[config.mk]
export PLATFORM = sky130hd
export DESIGN_NAME = priority_ready_and_sleep_queue_top
export DESIGN_NICKNAME = d
export VERILOG_FILES = /design/src/hdl/prsq_pkg.sv /design/src/hdl/prsq_ram.sv /design/src/hdl/priority_ready_and_sleep_queue_top.sv
export VERILOG_INCLUDE_DIRS = /design/src /design/src/hdl
export SDC_FILE = /design/constraint.sdc
export NUM_CORES = 2
export LEC_CHECK = 0
export BUFFER_PORTS_ARGS = -buffer_cell sky130_fd_sc_hd__buf_2
export CORE_AREA = 8 8 384 386
export DETAILED_ROUTE_END_ITERATION = 16
export DIE_AREA = 0 0 392 394
export PLACE_DENSITY = 0.74
export SLEW_MARGIN = 15
export SYNTH_ARGS = -nofsm -noshare
export SYNTH_HDL_FRONTEND = slang
export SYNTH_SLANG_ARGS = --single-unit
export TNS_END_PERCENT = 30
[constraint.sdc]
create_clock -name clock -period 5.65 [get_ports clock]
set_clock_uncertainty 0.2 [all_clocks]
set_input_delay 0.8475 -clock clock [delete_from_list [all_inputs] [get_ports clock]]
set_output_delay 0.8475 -clock clock [all_outputs]
set_load 0.1 [all_outputs]
[src/hdl/assert_macros.svh]
// assertion macros used by the scheduler top
`ifndef ASSERT_MACROS_SVH
`define ASSERT_MACROS_SVH

// condition holds on every clock edge outside reset
`define PRSQ_ASSERT(label, clk, rst, cond) \
   label: assert property (@(posedge clk) disable iff (rst) (cond)) \
      else $error("assertion failed");

// consequent holds in the cycle of the antecedent
`define PRSQ_ASSERT_IMP(label, clk, rst, ante, cons) \
   label: assert property (@(posedge clk) disable iff (rst) (ante) |-> (cons)) \
      else $error("assertion failed");

`endif

[src/hdl/prsq_pkg.sv]
// package with constants, entry types and address helpers of the scheduler
`default_nettype none
package prsq_pkg;

   localparam int RDY_DEPTH = 16;
   localparam int SLP_DEPTH = 16;
   localparam int PRIO_MAX  = 63;

   localparam int RDY_AW = (RDY_DEPTH > 1) ? $clog2(RDY_DEPTH) : 1;
   localparam int SLP_AW = (SLP_DEPTH > 1) ? $clog2(SLP_DEPTH) : 1;
   localparam int RDY_CW = $clog2(RDY_DEPTH + 1);
   localparam int SLP_CW = $clog2(SLP_DEPTH + 1);

   localparam int TASK_W = 8;
   localparam int PRIO_W = 6;
   localparam int TIME_W = 63;

   localparam logic [2:0] MODE_UNBLOCK = 3'd0;
   localparam logic [2:0] MODE_SLEEP   = 3'd1;
   localparam logic [2:0] MODE_TICK    = 3'd2;
   localparam logic [2:0] MODE_YIELD   = 3'd3;
   localparam logic [2:0] MODE_SETPRIO = 3'd4;
   localparam logic [2:0] MODE_BLOCK   = 3'd5;

   localparam logic [1:0] ERR_NONE       = 2'd0;
   localparam logic [1:0] ERR_READY_FULL = 2'd1;
   localparam logic [1:0] ERR_SLEEP_FULL = 2'd2;

   localparam logic       KIND_WOKEN  = 1'b0;
   localparam logic       KIND_STATUS = 1'b1;

   localparam logic [TASK_W-1:0] RESET_TASK = 8'd1;
   localparam logic [PRIO_W-1:0] RESET_PRIO = 6'd31;
   localparam logic [7:0]        RESET_SLICE = 8'd4;
   localparam logic [7:0]        SLICE_SAT   = 8'd255;

   typedef struct packed {
      logic [TASK_W-1:0] task_id;
      logic [PRIO_W-1:0] prio;
   } rdy_entry_type;

   typedef struct packed {
      logic [TASK_W-1:0] task_id;
      logic [PRIO_W-1:0] prio;
      logic [TIME_W-1:0] wake;
   } slp_entry_type;

   function automatic logic [RDY_AW-1:0] rdy_addr(input logic [RDY_AW-1:0] head,
                                                  input logic [RDY_CW-1:0] idx);
      logic [RDY_CW:0] s;
      s = {{(RDY_CW + 1 - RDY_AW){1'b0}}, head} + {1'b0, idx};
      if (s >= (RDY_CW + 1)'(RDY_DEPTH)) begin
         s = s - (RDY_CW + 1)'(RDY_DEPTH);
      end
      return s[RDY_AW-1:0];
   endfunction

   function automatic logic [SLP_AW-1:0] slp_addr(input logic [SLP_AW-1:0] head,
                                                  input logic [SLP_CW-1:0] idx);
      logic [SLP_CW:0] s;
      s = {{(SLP_CW + 1 - SLP_AW){1'b0}}, head} + {1'b0, idx};
      if (s >= (SLP_CW + 1)'(SLP_DEPTH)) begin
         s = s - (SLP_CW + 1)'(SLP_DEPTH);
      end
      return s[SLP_AW-1:0];
   endfunction

   function automatic logic [PRIO_W-1:0] sat_prio(input logic [PRIO_W-1:0] p);
      if ({2'b00, p} > 8'(PRIO_MAX)) begin
         return PRIO_W'(PRIO_MAX);
      end
      return p;
   endfunction

endpackage
`default_nettype wire

[src/hdl/prsq_ram.sv]
// generic single-port-write, single-port-read ram with registered read data
`default_nettype none
module prsq_ram #(
   parameter int WIDTH = 8,
   parameter int DEPTH = 16
) (
   input  wire                                       clock,
   input  wire                                       we,
   input  wire  [((DEPTH > 1) ? $clog2(DEPTH) : 1)-1:0] waddr,
   input  wire  [WIDTH-1:0]                          wdata,
   input  wire  [((DEPTH > 1) ? $clog2(DEPTH) : 1)-1:0] raddr,
   output logic [WIDTH-1:0]                          rdata
);

   logic [WIDTH-1:0] mem_ff [DEPTH];

   always_ff @(posedge clock) begin
      if (we) begin
         mem_ff[waddr] <= wdata;
      end
      rdata <= mem_ff[raddr];
   end

endmodule
`default_nettype wire

[src/hdl/priority_ready_and_sleep_queue_top.sv]
// priority scheduler with ready queue and timed sleep queue
//
// channel   | ports                     | handshake
// request   | start, busy, req_*        | taken when start and not busy
// response  | rsp_strobe, rsp_*         | one cycle per response, no stall
// config    | psel penable pwrite paddr | apb write, pready always high
//
// busy stays high through the whole event, with each entry moved by an ordered
// insert; a tick also covers each woken task and the moves of its insert
// the status is on the response ports in the same cycle that busy falls
// queues are circular buffers in rams with one write and one read port
// reset is synchronous; clears counts, loads the reset task; no ram sweep
// the response side cannot stall; busy stays high until the status is sent
`default_nettype none
`include "assert_macros.svh"
module priority_ready_and_sleep_queue_top import prsq_pkg::*; (
   input  wire                clock,
   input  wire                reset,
   input  wire                start,
   output logic               busy,
   input  wire  [2:0]         req_mode,
   input  wire  [TASK_W-1:0]  req_thread_id,
   input  wire  [PRIO_W-1:0]  req_priority_req,
   input  wire  [TIME_W-1:0]  req_wake_time,
   input  wire  [TIME_W-1:0]  req_now_time,
   output logic               rsp_strobe,
   output logic               rsp_kind,
   output logic [TASK_W-1:0]  rsp_task_out,
   output logic [PRIO_W-1:0]  rsp_task_priority,
   output logic               rsp_idle_running,
   output logic [1:0]         rsp_error,
   output logic               rsp_last,
   input  wire                psel,
   input  wire                penable,
   input  wire                pwrite,
   input  wire  [2:0]         paddr,
   input  wire  [31:0]        pwdata,
   output logic [31:0]        prdata,
   output logic               pready
);

   typedef enum logic [4:0] {
      ST_IDLE, ST_EXEC, ST_PUSH_RD, ST_PUSH_CMP, ST_SLP_RD, ST_SLP_CMP,
      ST_WK_RD, ST_WK_CHK, ST_WK_EMIT, ST_SLICE, ST_YLD, ST_PRE, ST_DISP,
      ST_HD_RD, ST_HD_CHK, ST_FIN, ST_STATUS
   } state_type;

   typedef enum logic [1:0] {RET_PRE, RET_WAKE, RET_FIN} ret_type;
   typedef enum logic [1:0] {AFT_TAKE, AFT_YLD, AFT_PRE} aft_type;

   state_type state_ff, state_in;
   ret_type   ret_ff, ret_in;
   aft_type   aft_ff, aft_in;

   logic [7:0]        slice_cfg_ff, slice_cfg_in;
   logic [TASK_W-1:0] run_task_ff, run_task_in;
   logic [PRIO_W-1:0] run_prio_ff, run_prio_in;
   logic              run_idle_ff, run_idle_in;
   logic [7:0]        slice_ff, slice_in;
   logic [RDY_AW-1:0] rhead_ff, rhead_in;
   logic [RDY_CW-1:0] rcount_ff, rcount_in;
   logic [SLP_AW-1:0] shead_ff, shead_in;
   logic [SLP_CW-1:0] scount_ff, scount_in;

   logic [2:0]        op_mode_ff, op_mode_in;
   logic [TASK_W-1:0] op_tid_ff, op_tid_in;
   logic [PRIO_W-1:0] op_prio_ff, op_prio_in;
   logic [TIME_W-1:0] op_wake_ff, op_wake_in;
   logic [TIME_W-1:0] op_now_ff, op_now_in;
   logic [1:0]        err_ff, err_in;
   logic              wk_err_ff, wk_err_in;
   logic [TASK_W-1:0] push_task_ff, push_task_in;
   logic [PRIO_W-1:0] push_prio_ff, push_prio_in;
   logic [RDY_CW-1:0] push_idx_ff, push_idx_in;
   logic [SLP_CW-1:0] slp_idx_ff, slp_idx_in;

   logic              out_strobe_ff, out_strobe_in;
   logic              out_kind_ff, out_kind_in;
   logic [TASK_W-1:0] out_task_ff, out_task_in;
   logic [PRIO_W-1:0] out_prio_ff, out_prio_in;
   logic              out_idle_ff, out_idle_in;
   logic [1:0]        out_err_ff, out_err_in;
   logic              out_last_ff, out_last_in;

   logic              rdy_we;
   logic [RDY_AW-1:0] rdy_waddr, rdy_raddr;
   rdy_entry_type     rdy_wdata, rdy_rdata;
   logic              slp_we;
   logic [SLP_AW-1:0] slp_waddr, slp_raddr;
   slp_entry_type     slp_wdata, slp_rdata;

   logic [7:0]        slice_next;

   prsq_ram #(.WIDTH($bits(rdy_entry_type)), .DEPTH(RDY_DEPTH)) u_rdy_ram (
      .clock(clock), .we(rdy_we), .waddr(rdy_waddr), .wdata(rdy_wdata),
      .raddr(rdy_raddr), .rdata(rdy_rdata)
   );

   prsq_ram #(.WIDTH($bits(slp_entry_type)), .DEPTH(SLP_DEPTH)) u_slp_ram (
      .clock(clock), .we(slp_we), .waddr(slp_waddr), .wdata(slp_wdata),
      .raddr(slp_raddr), .rdata(slp_rdata)
   );

   assign busy   = (state_ff != ST_IDLE);
   assign pready = 1'b1;
   assign prdata = paddr[2] ? 32'd0 : {24'd0, slice_cfg_ff};

   assign rsp_strobe        = out_strobe_ff;
   assign rsp_kind          = out_kind_ff;
   assign rsp_task_out      = out_task_ff;
   assign rsp_task_priority = out_prio_ff;
   assign rsp_idle_running  = out_idle_ff;
   assign rsp_error         = out_err_ff;
   assign rsp_last          = out_last_ff;

   assign slice_next = (slice_ff == SLICE_SAT) ? SLICE_SAT : slice_ff + 8'd1;

   always_comb begin
      state_in      = state_ff;
      ret_in        = ret_ff;
      aft_in        = aft_ff;
      slice_cfg_in  = slice_cfg_ff;
      run_task_in   = run_task_ff;
      run_prio_in   = run_prio_ff;
      run_idle_in   = run_idle_ff;
      slice_in      = slice_ff;
      rhead_in      = rhead_ff;
      rcount_in     = rcount_ff;
      shead_in      = shead_ff;
      scount_in     = scount_ff;
      op_mode_in    = op_mode_ff;
      op_tid_in     = op_tid_ff;
      op_prio_in    = op_prio_ff;
      op_wake_in    = op_wake_ff;
      op_now_in     = op_now_ff;
      err_in        = err_ff;
      wk_err_in     = wk_err_ff;
      push_task_in  = push_task_ff;
      push_prio_in  = push_prio_ff;
      push_idx_in   = push_idx_ff;
      slp_idx_in    = slp_idx_ff;
      out_strobe_in = 1'b0;
      out_kind_in   = out_kind_ff;
      out_task_in   = out_task_ff;
      out_prio_in   = out_prio_ff;
      out_idle_in   = out_idle_ff;
      out_err_in    = out_err_ff;
      out_last_in   = out_last_ff;
      rdy_we        = 1'b0;
      rdy_waddr     = rdy_addr(rhead_ff, push_idx_ff);
      rdy_wdata     = '{task_id: push_task_ff, prio: push_prio_ff};
      rdy_raddr     = rdy_addr(rhead_ff, '0);
      slp_we        = 1'b0;
      slp_waddr     = slp_addr(shead_ff, slp_idx_ff);
      slp_wdata     = '{task_id: run_task_ff, prio: run_prio_ff, wake: op_wake_ff};
      slp_raddr     = slp_addr(shead_ff, '0);

      if (psel && penable && pwrite && !paddr[2]) begin
         slice_cfg_in = pwdata[7:0];
      end

      case (state_ff)
         ST_IDLE: begin
            if (start) begin
               op_mode_in = req_mode;
               op_tid_in  = req_thread_id;
               op_prio_in = sat_prio(req_priority_req);
               op_wake_in = req_wake_time;
               op_now_in  = req_now_time;
               err_in     = ERR_NONE;
               state_in   = ST_EXEC;
            end
         end
         ST_EXEC: begin
            case (op_mode_ff)
               MODE_UNBLOCK: begin
                  push_task_in = op_tid_ff;
                  push_prio_in = op_prio_ff;
                  push_idx_in  = rcount_ff;
                  ret_in       = RET_PRE;
                  if (rcount_ff >= RDY_CW'(RDY_DEPTH)) begin
                     err_in   = ERR_READY_FULL;
                     state_in = ST_PRE;
                  end else begin
                     state_in = ST_PUSH_RD;
                  end
               end
               MODE_SLEEP: begin
                  slp_idx_in = scount_ff;
                  if (run_idle_ff) begin
                     state_in = ST_FIN;
                  end else if (scount_ff >= SLP_CW'(SLP_DEPTH)) begin
                     err_in   = ERR_SLEEP_FULL;
                     state_in = ST_FIN;
                  end else begin
                     state_in = ST_SLP_RD;
                  end
               end
               MODE_TICK: begin
                  state_in = ST_WK_RD;
               end
               MODE_YIELD: begin
                  state_in = ST_YLD;
               end
               MODE_SETPRIO: begin
                  if (run_idle_ff) begin
                     state_in = ST_FIN;
                  end else begin
                     run_prio_in = op_prio_ff;
                     state_in    = ST_PRE;
                  end
               end
               MODE_BLOCK: begin
                  state_in = run_idle_ff ? ST_FIN : ST_DISP;
               end
               default: begin
                  state_in = ST_FIN;
               end
            endcase
         end
         ST_PUSH_RD: begin
            if (push_idx_ff == '0) begin
               rdy_we    = 1'b1;
               rcount_in = rcount_ff + 1'b1;
               case (ret_ff)
                  RET_PRE:  state_in = ST_PRE;
                  RET_WAKE: state_in = ST_WK_EMIT;
                  default:  state_in = ST_FIN;
               endcase
            end else begin
               rdy_raddr = rdy_addr(rhead_ff, push_idx_ff - 1'b1);
               state_in  = ST_PUSH_CMP;
            end
         end
         ST_PUSH_CMP: begin
            rdy_we = 1'b1;
            if (rdy_rdata.prio < push_prio_ff) begin
               rdy_wdata   = rdy_rdata;
               push_idx_in = push_idx_ff - 1'b1;
               state_in    = ST_PUSH_RD;
            end else begin
               rcount_in = rcount_ff + 1'b1;
               case (ret_ff)
                  RET_PRE:  state_in = ST_PRE;
                  RET_WAKE: state_in = ST_WK_EMIT;
                  default:  state_in = ST_FIN;
               endcase
            end
         end
         ST_SLP_RD: begin
            if (slp_idx_ff == '0) begin
               slp_we    = 1'b1;
               scount_in = scount_ff + 1'b1;
               state_in  = ST_DISP;
            end else begin
               slp_raddr = slp_addr(shead_ff, slp_idx_ff - 1'b1);
               state_in  = ST_SLP_CMP;
            end
         end
         ST_SLP_CMP: begin
            slp_we = 1'b1;
            if (slp_rdata.wake > op_wake_ff) begin
               slp_wdata  = slp_rdata;
               slp_idx_in = slp_idx_ff - 1'b1;
               state_in   = ST_SLP_RD;
            end else begin
               scount_in = scount_ff + 1'b1;
               state_in  = ST_DISP;
            end
         end
         ST_WK_RD: begin
            state_in = (scount_ff == '0) ? ST_SLICE : ST_WK_CHK;
         end
         ST_WK_CHK: begin
            if (slp_rdata.wake <= op_now_ff) begin
               shead_in     = (shead_ff == SLP_AW'(SLP_DEPTH - 1)) ? '0 : shead_ff + 1'b1;
               scount_in    = scount_ff - 1'b1;
               push_task_in = slp_rdata.task_id;
               push_prio_in = slp_rdata.prio;
               push_idx_in  = rcount_ff;
               ret_in       = RET_WAKE;
               if (rcount_ff >= RDY_CW'(RDY_DEPTH)) begin
                  wk_err_in = 1'b1;
                  err_in    = ERR_READY_FULL;
                  state_in  = ST_WK_EMIT;
               end else begin
                  wk_err_in = 1'b0;
                  state_in  = ST_PUSH_RD;
               end
            end else begin
               state_in = ST_SLICE;
            end
         end
         ST_WK_EMIT: begin
            out_strobe_in = 1'b1;
            out_kind_in   = KIND_WOKEN;
            out_task_in   = push_task_ff;
            out_prio_in   = push_prio_ff;
            out_idle_in   = 1'b0;
            out_err_in    = wk_err_ff ? ERR_READY_FULL : ERR_NONE;
            out_last_in   = 1'b0;
            state_in      = ST_WK_RD;
         end
         ST_SLICE: begin
            if (run_idle_ff) begin
               state_in = ST_FIN;
            end else begin
               slice_in = slice_next;
               state_in = (slice_next >= slice_cfg_ff) ? ST_YLD : ST_FIN;
            end
         end
         ST_YLD: begin
            if (run_idle_ff) begin
               if (rcount_ff != '0) begin
                  aft_in   = AFT_TAKE;
                  state_in = ST_HD_RD;
               end else begin
                  slice_in = '0;
                  state_in = ST_FIN;
               end
            end else if (rcount_ff == '0) begin
               slice_in = '0;
               state_in = ST_FIN;
            end else begin
               aft_in   = AFT_YLD;
               state_in = ST_HD_RD;
            end
         end
         ST_PRE: begin
            if (rcount_ff == '0) begin
               state_in = ST_FIN;
            end else if (run_idle_ff) begin
               state_in = ST_YLD;
            end else begin
               aft_in   = AFT_PRE;
               state_in = ST_HD_RD;
            end
         end
         ST_DISP: begin
            if (rcount_ff != '0) begin
               aft_in   = AFT_TAKE;
               state_in = ST_HD_RD;
            end else begin
               run_idle_in = 1'b1;
               run_task_in = '0;
               run_prio_in = '0;
               slice_in    = '0;
               state_in    = ST_FIN;
            end
         end
         ST_HD_RD: begin
            state_in = ST_HD_CHK;
         end
         ST_HD_CHK: begin
            if (aft_ff == AFT_TAKE) begin
               run_task_in = rdy_rdata.task_id;
               run_prio_in = rdy_rdata.prio;
               run_idle_in = 1'b0;
               slice_in    = '0;
               rhead_in    = (rhead_ff == RDY_AW'(RDY_DEPTH - 1)) ? '0 : rhead_ff + 1'b1;
               rcount_in   = rcount_ff - 1'b1;
               state_in    = ST_FIN;
            end else if ((aft_ff == AFT_YLD && !(run_prio_ff > rdy_rdata.prio)) ||
                         (aft_ff == AFT_PRE && rdy_rdata.prio > run_prio_ff)) begin
               push_task_in = run_task_ff;
               push_prio_in = run_prio_ff;
               push_idx_in  = rcount_ff - 1'b1;
               ret_in       = RET_FIN;
               run_task_in  = rdy_rdata.task_id;
               run_prio_in  = rdy_rdata.prio;
               run_idle_in  = 1'b0;
               slice_in     = '0;
               rhead_in     = (rhead_ff == RDY_AW'(RDY_DEPTH - 1)) ? '0 : rhead_ff + 1'b1;
               rcount_in    = rcount_ff - 1'b1;
               state_in     = ST_PUSH_RD;
            end else begin
               if (aft_ff == AFT_YLD) begin
                  slice_in = '0;
               end
               state_in = ST_FIN;
            end
         end
         ST_FIN: begin
            if (run_idle_ff && rcount_ff != '0) begin
               aft_in   = AFT_TAKE;
               state_in = ST_HD_RD;
            end else begin
               state_in = ST_STATUS;
            end
         end
         ST_STATUS: begin
            out_strobe_in = 1'b1;
            out_kind_in   = KIND_STATUS;
            out_task_in   = run_idle_ff ? '0 : run_task_ff;
            out_prio_in   = run_idle_ff ? '0 : run_prio_ff;
            out_idle_in   = run_idle_ff;
            out_err_in    = err_ff;
            out_last_in   = 1'b1;
            state_in      = ST_IDLE;
         end
         default: begin
            state_in = ST_IDLE;
         end
      endcase
   end

   always_ff @(posedge clock) begin
      if (reset) begin
         state_ff      <= ST_IDLE;
         slice_cfg_ff  <= RESET_SLICE;
         run_task_ff   <= RESET_TASK;
         run_prio_ff   <= RESET_PRIO;
         run_idle_ff   <= 1'b0;
         slice_ff      <= '0;
         rhead_ff      <= '0;
         rcount_ff     <= '0;
         shead_ff      <= '0;
         scount_ff     <= '0;
         out_strobe_ff <= 1'b0;
      end else begin
         state_ff      <= state_in;
         slice_cfg_ff  <= slice_cfg_in;
         run_task_ff   <= run_task_in;
         run_prio_ff   <= run_prio_in;
         run_idle_ff   <= run_idle_in;
         slice_ff      <= slice_in;
         rhead_ff      <= rhead_in;
         rcount_ff     <= rcount_in;
         shead_ff      <= shead_in;
         scount_ff     <= scount_in;
         out_strobe_ff <= out_strobe_in;
      end
      ret_ff       <= ret_in;
      aft_ff       <= aft_in;
      op_mode_ff   <= op_mode_in;
      op_tid_ff    <= op_tid_in;
      op_prio_ff   <= op_prio_in;
      op_wake_ff   <= op_wake_in;
      op_now_ff    <= op_now_in;
      err_ff       <= err_in;
      wk_err_ff    <= wk_err_in;
      push_task_ff <= push_task_in;
      push_prio_ff <= push_prio_in;
      push_idx_ff  <= push_idx_in;
      slp_idx_ff   <= slp_idx_in;
      out_kind_ff  <= out_kind_in;
      out_task_ff  <= out_task_in;
      out_prio_ff  <= out_prio_in;
      out_idle_ff  <= out_idle_in;
      out_err_ff   <= out_err_in;
      out_last_ff  <= out_last_in;
   end

   `PRSQ_ASSERT(a_rdy_bound, clock, reset, rcount_ff <= RDY_CW'(RDY_DEPTH))
   `PRSQ_ASSERT(a_slp_bound, clock, reset, scount_ff <= SLP_CW'(SLP_DEPTH))
   `PRSQ_ASSERT_IMP(a_no_write_idle, clock, reset, !busy, !rdy_we && !slp_we)
   `PRSQ_ASSERT_IMP(a_last_is_status, clock, reset, rsp_strobe, rsp_kind == rsp_last)
   `PRSQ_ASSERT_IMP(a_status_ends, clock, reset, rsp_strobe && rsp_last, !busy)

endmodule
`default_nettype wire

==> results by group <==
Global routing
  • Met2 Resource Use GR: about a third
  • Grt peak-use layer: met2
  • Grt met1 use: roughly 29%
  • GR Util met3: around 3.4%
  • First-pass GRT wire length: 240,000 um
  • Maximum number of pins on one net before global-route repair: 111
  • Initial antenna violation count: 3
  • Number of global-route vias before repair: around 38,000
  • Total congestion overflow: 0
  • Total track usage: 20.5%

Timing
  • Fin crit period: just over 5 ns
  • Fmax: just under 0.2 GHz
  • Fin. max-slew vios: 0
  • Final period utilization: about 90%
  • Finish-stage setup viols: 0
  • Final hold vios: 0
  • Unrepaired setup endpoints after global routing: no
  • Worst hold margin: about 0.054 ns
  • Worst Max-Slew Pin Slew: approximately 1.1 ns
  • Setup TNS: 0 ns
  • Final Worst Setup Slack: 0.569 ns
  • Headroom to the max-slew limit: approximately 25%

Route
  • Vias: 37,300
  • Overall routed net length: 162,000 um
  • Routed vias/inst: approximately 5.9
  • DRC violations left: 0
  • WL per Instance: 25.5 um
  • DR pass1 iterations: 6
  • Detailed Route Iter0 Violations: 3,474
  • Final ANT Viol Nets: 0

Logic synthesis
  • Seq cells post-synth: 1,794
  • Seq/Total Area, Yosys: between 70 and 80%
  • Post-synthesis cell area: ~73,000 um^2
  • Number of enable flip-flop cells after synthesis: between 1,500 and 2,000
  • Ys flop type: edfxtp_1
  • Post-synth ARST share: 0%
  • Yosys warns: 0
  • Library cells used by synthesis: 76
  • Cell count after synthesis: between 3,000 and 4,000
  • Syn_area_per_cell: ~19 um^2

Worst setup path
  • Req. time, crit path: 5.96 ns
  • CP Data Arrival Time: 5.39 ns
  • Worst setup path class: reg -> reg
  • Crit path max fanout: 43
  • Element type at the critical path end: flip-flop
  • Critical Path Start Type: flip-flop

Place
  • PortBufs: around 190
  • Setup WS pre-CTS: approximately 0.54 ns
  • Gpl congestion: roughly 0.85
  • Post-detail-place hpwl: between 90,000 and 100,000 um

Layout
  • Fin util: between 50 and 60%
  • Fillers: 10,100
  • Most common cell after layout, fill and taps aside: edfxtp_1
  • Nets: roughly 4,600
  • Fraction of layout cells with a size suffix above 1: 22.9%
  • Most frequent cells in the layout: edfxtp_1, mux4_2, mux2i_1, nand2_1, buf_2
  • P&R area growth vs syn: 14.5%

Hold path
  • Tightest Hold Check Type: in -> reg

Power and ir drop
  • Design Power: between 30,000 and 40,000 uW
  • Clk pwr share: between 30% and 40%
  • Cell-internal power: roughly 26,000 uW
  • Sw Pwr: around 10,000 uW
  • Pleak: 0.0304 uW
  • Gate power share: around 20%
  • Sw frac: 28.0%
  • P per Cell Area: roughly 440 nW/um^2
  • Sequential power share: between 40% and 50%
  • VDD IR max: between 0.3 and 0.4 mV

Floorplanning
  • Die Y: between 300 and 400 um
  • Die X: between 300 and 400 um
  • Cell Rows: between 100 and 150
  • Die area: roughly 150,000 um^2
  • Initial Util: between 50 and 60%
  • CORE AREA: 141,000 um^2
  • I/O pin cnt: between 200 and 250

Clock network
  • Num Clock Sinks: about 1,800
  • Clk_lat worst skew: between 0.8 and 0.9 ns
  • CTS resizes: 0
  • Reg clk slew, reported paths: around 0.060 ns
  • Cts bufs inserted: about 180
  • Clock Path Buffers: 3
  • CTS tree: yes
  • H-tree depth: 4
  • Clk root buf: clkbuf_16

Run status
  • Status: completed

Flow run
  • Max-Cap Viols: 0
[final timing paths]
check	start	endpoint	slack [ns]	cells after the start
max	op_wake_ff[38]	u_slp_ram.mem_ff[15][13]	0.57	11
min reg2reg	slice_cfg_ff[3]	slice_cfg_ff[3]	0.26	2
min	req_wake_time[5]	op_wake_ff[5]	0.05	1
max reg2reg	op_wake_ff[38]	u_slp_ram.mem_ff[15][13]	0.57	11
[cells by family (layout without fill, tap and decap cells)]
| group | count (synthesis) | after routing | synth area share (%) |
|---|---|---|---|
| DFF | 1794 | 1794 | 72.0 |
| muxes | 713 | 713 | 16.2 |
| and+or+nand+nor | 499 | 499 | 3.14 |
| buffers and inverters | 365 | 883 | 2.41 |
| AOI/OAI and AO/OA | 319 | 319 | 2.74 |
| adders and majority gates | 174 | 174 | 3.04 |
| xor gates and xnor gates | 32 | 32 | 0.396 |
| other | 2 | 27 | 0.0103 |
[cell usage after synthesis, types with 45 or more instances]
cell	number	area share, %
edfxtp_1	1648	68
mux4_2	364	11
mux2i_1	251	3.5
nand2_1	206	1.1
inv_1	174	0.90
ha_1	168	2.9
dfxtp_1	146	4.0
nor2_1	118	0.61
a21oi_1	100	0.69
o21ai_0	76	0.52
mux2_2	68	1.1
buf_2	52	0.36
clkbuf_1	52	0.27
buf_4	45	0.46
[through the flow]
step | cells | area, um^2
after CTS | 6329 | 83300
final | 6331 | 83300
after detailed placement | 5892 | 76200
after global placement | 5892 | 76200
after floorplan | 3921 | 72800
after global routing | 6329 | 83300
[cell type report]
| cell class | count | area (um^2) | area share (%) |
|---|---|---|---|
| timing repair buffer | 377 | 2870 | 3.45 |
| clock buffer | 250 | 4870 | 5.85 |
| sequential | 1794 | 52400 | 62.9 |
| tap | 1890 | 2360 | 2.84 |
| clock inverter | 80 | 1150 | 1.38 |
| antenna | 2 | 5.00 | 0.00601 |
| multi-input combinational | 1762 | 19000 | 22.8 |
| inverter | 176 | 661 | 0.793 |
[what timing repair did]
action                    CTS  global route
hold buffers              107             0
buffers inserted            0             0
hold endpoints to repair  107             0
[metal layers]
layer / vias to the layer above / routed length, um
met5: - / 21
met4: 4 / 4270
met3: 234 / 10900
met2: 1449 / 79200
met1: 19300 / 67200
li1: 16300 / -
[flip-flops by register name, indices dropped and copies added, names as in the netlist, 4 cells and up]
name and count:
rhead_ff 4, push_idx_ff 5, slice_cfg_ff 8, shead_ff 4, rcount_ff 5, op_prio_ff 6
state_ff 5, op_wake_ff 63, u_rdy_ram.mem_ff 224, op_tid_ff 8, run_task_ff 8, u_slp_ram.rdata 77
rsp_task_priority 6, scount_ff 5, u_rdy_ram.rdata 14, op_now_ff 63, push_task_ff 8, slice_ff 8
slp_idx_ff 5, rsp_task_out 8, push_prio_ff 6, u_slp_ram.mem_ff 1232, run_prio_ff 6
[critical path, stage by stage, from the launching register on]
cell      delay, ns
edfxtp_1       0.35
inv_1          0.06
ha_1           0.33
a21oi_1        0.17
o21ai_0        0.15
a221o_1        0.35
o31ai_1        0.59
o211ai_1       0.43
nor2_1         0.26
or3_4          0.83
buf_4          0.51
mux2_2         0.51
[power by group through the flow]
stage | Clock (uW) | Sequential, uW | Combinational [uW]
2_1_floorplan | 0 | 17200 | 5130
3_3_place_gp | 0 | 17200 | 6970
3_5_place_dp | 0 | 17300 | 7140
4_1_cts | 12200 | 17000 | 7270
5_1_grt | 12700 | 17100 | 7900
6_report | 12000 | 17000 | 7240
Power figures use the tool's default switching activity.
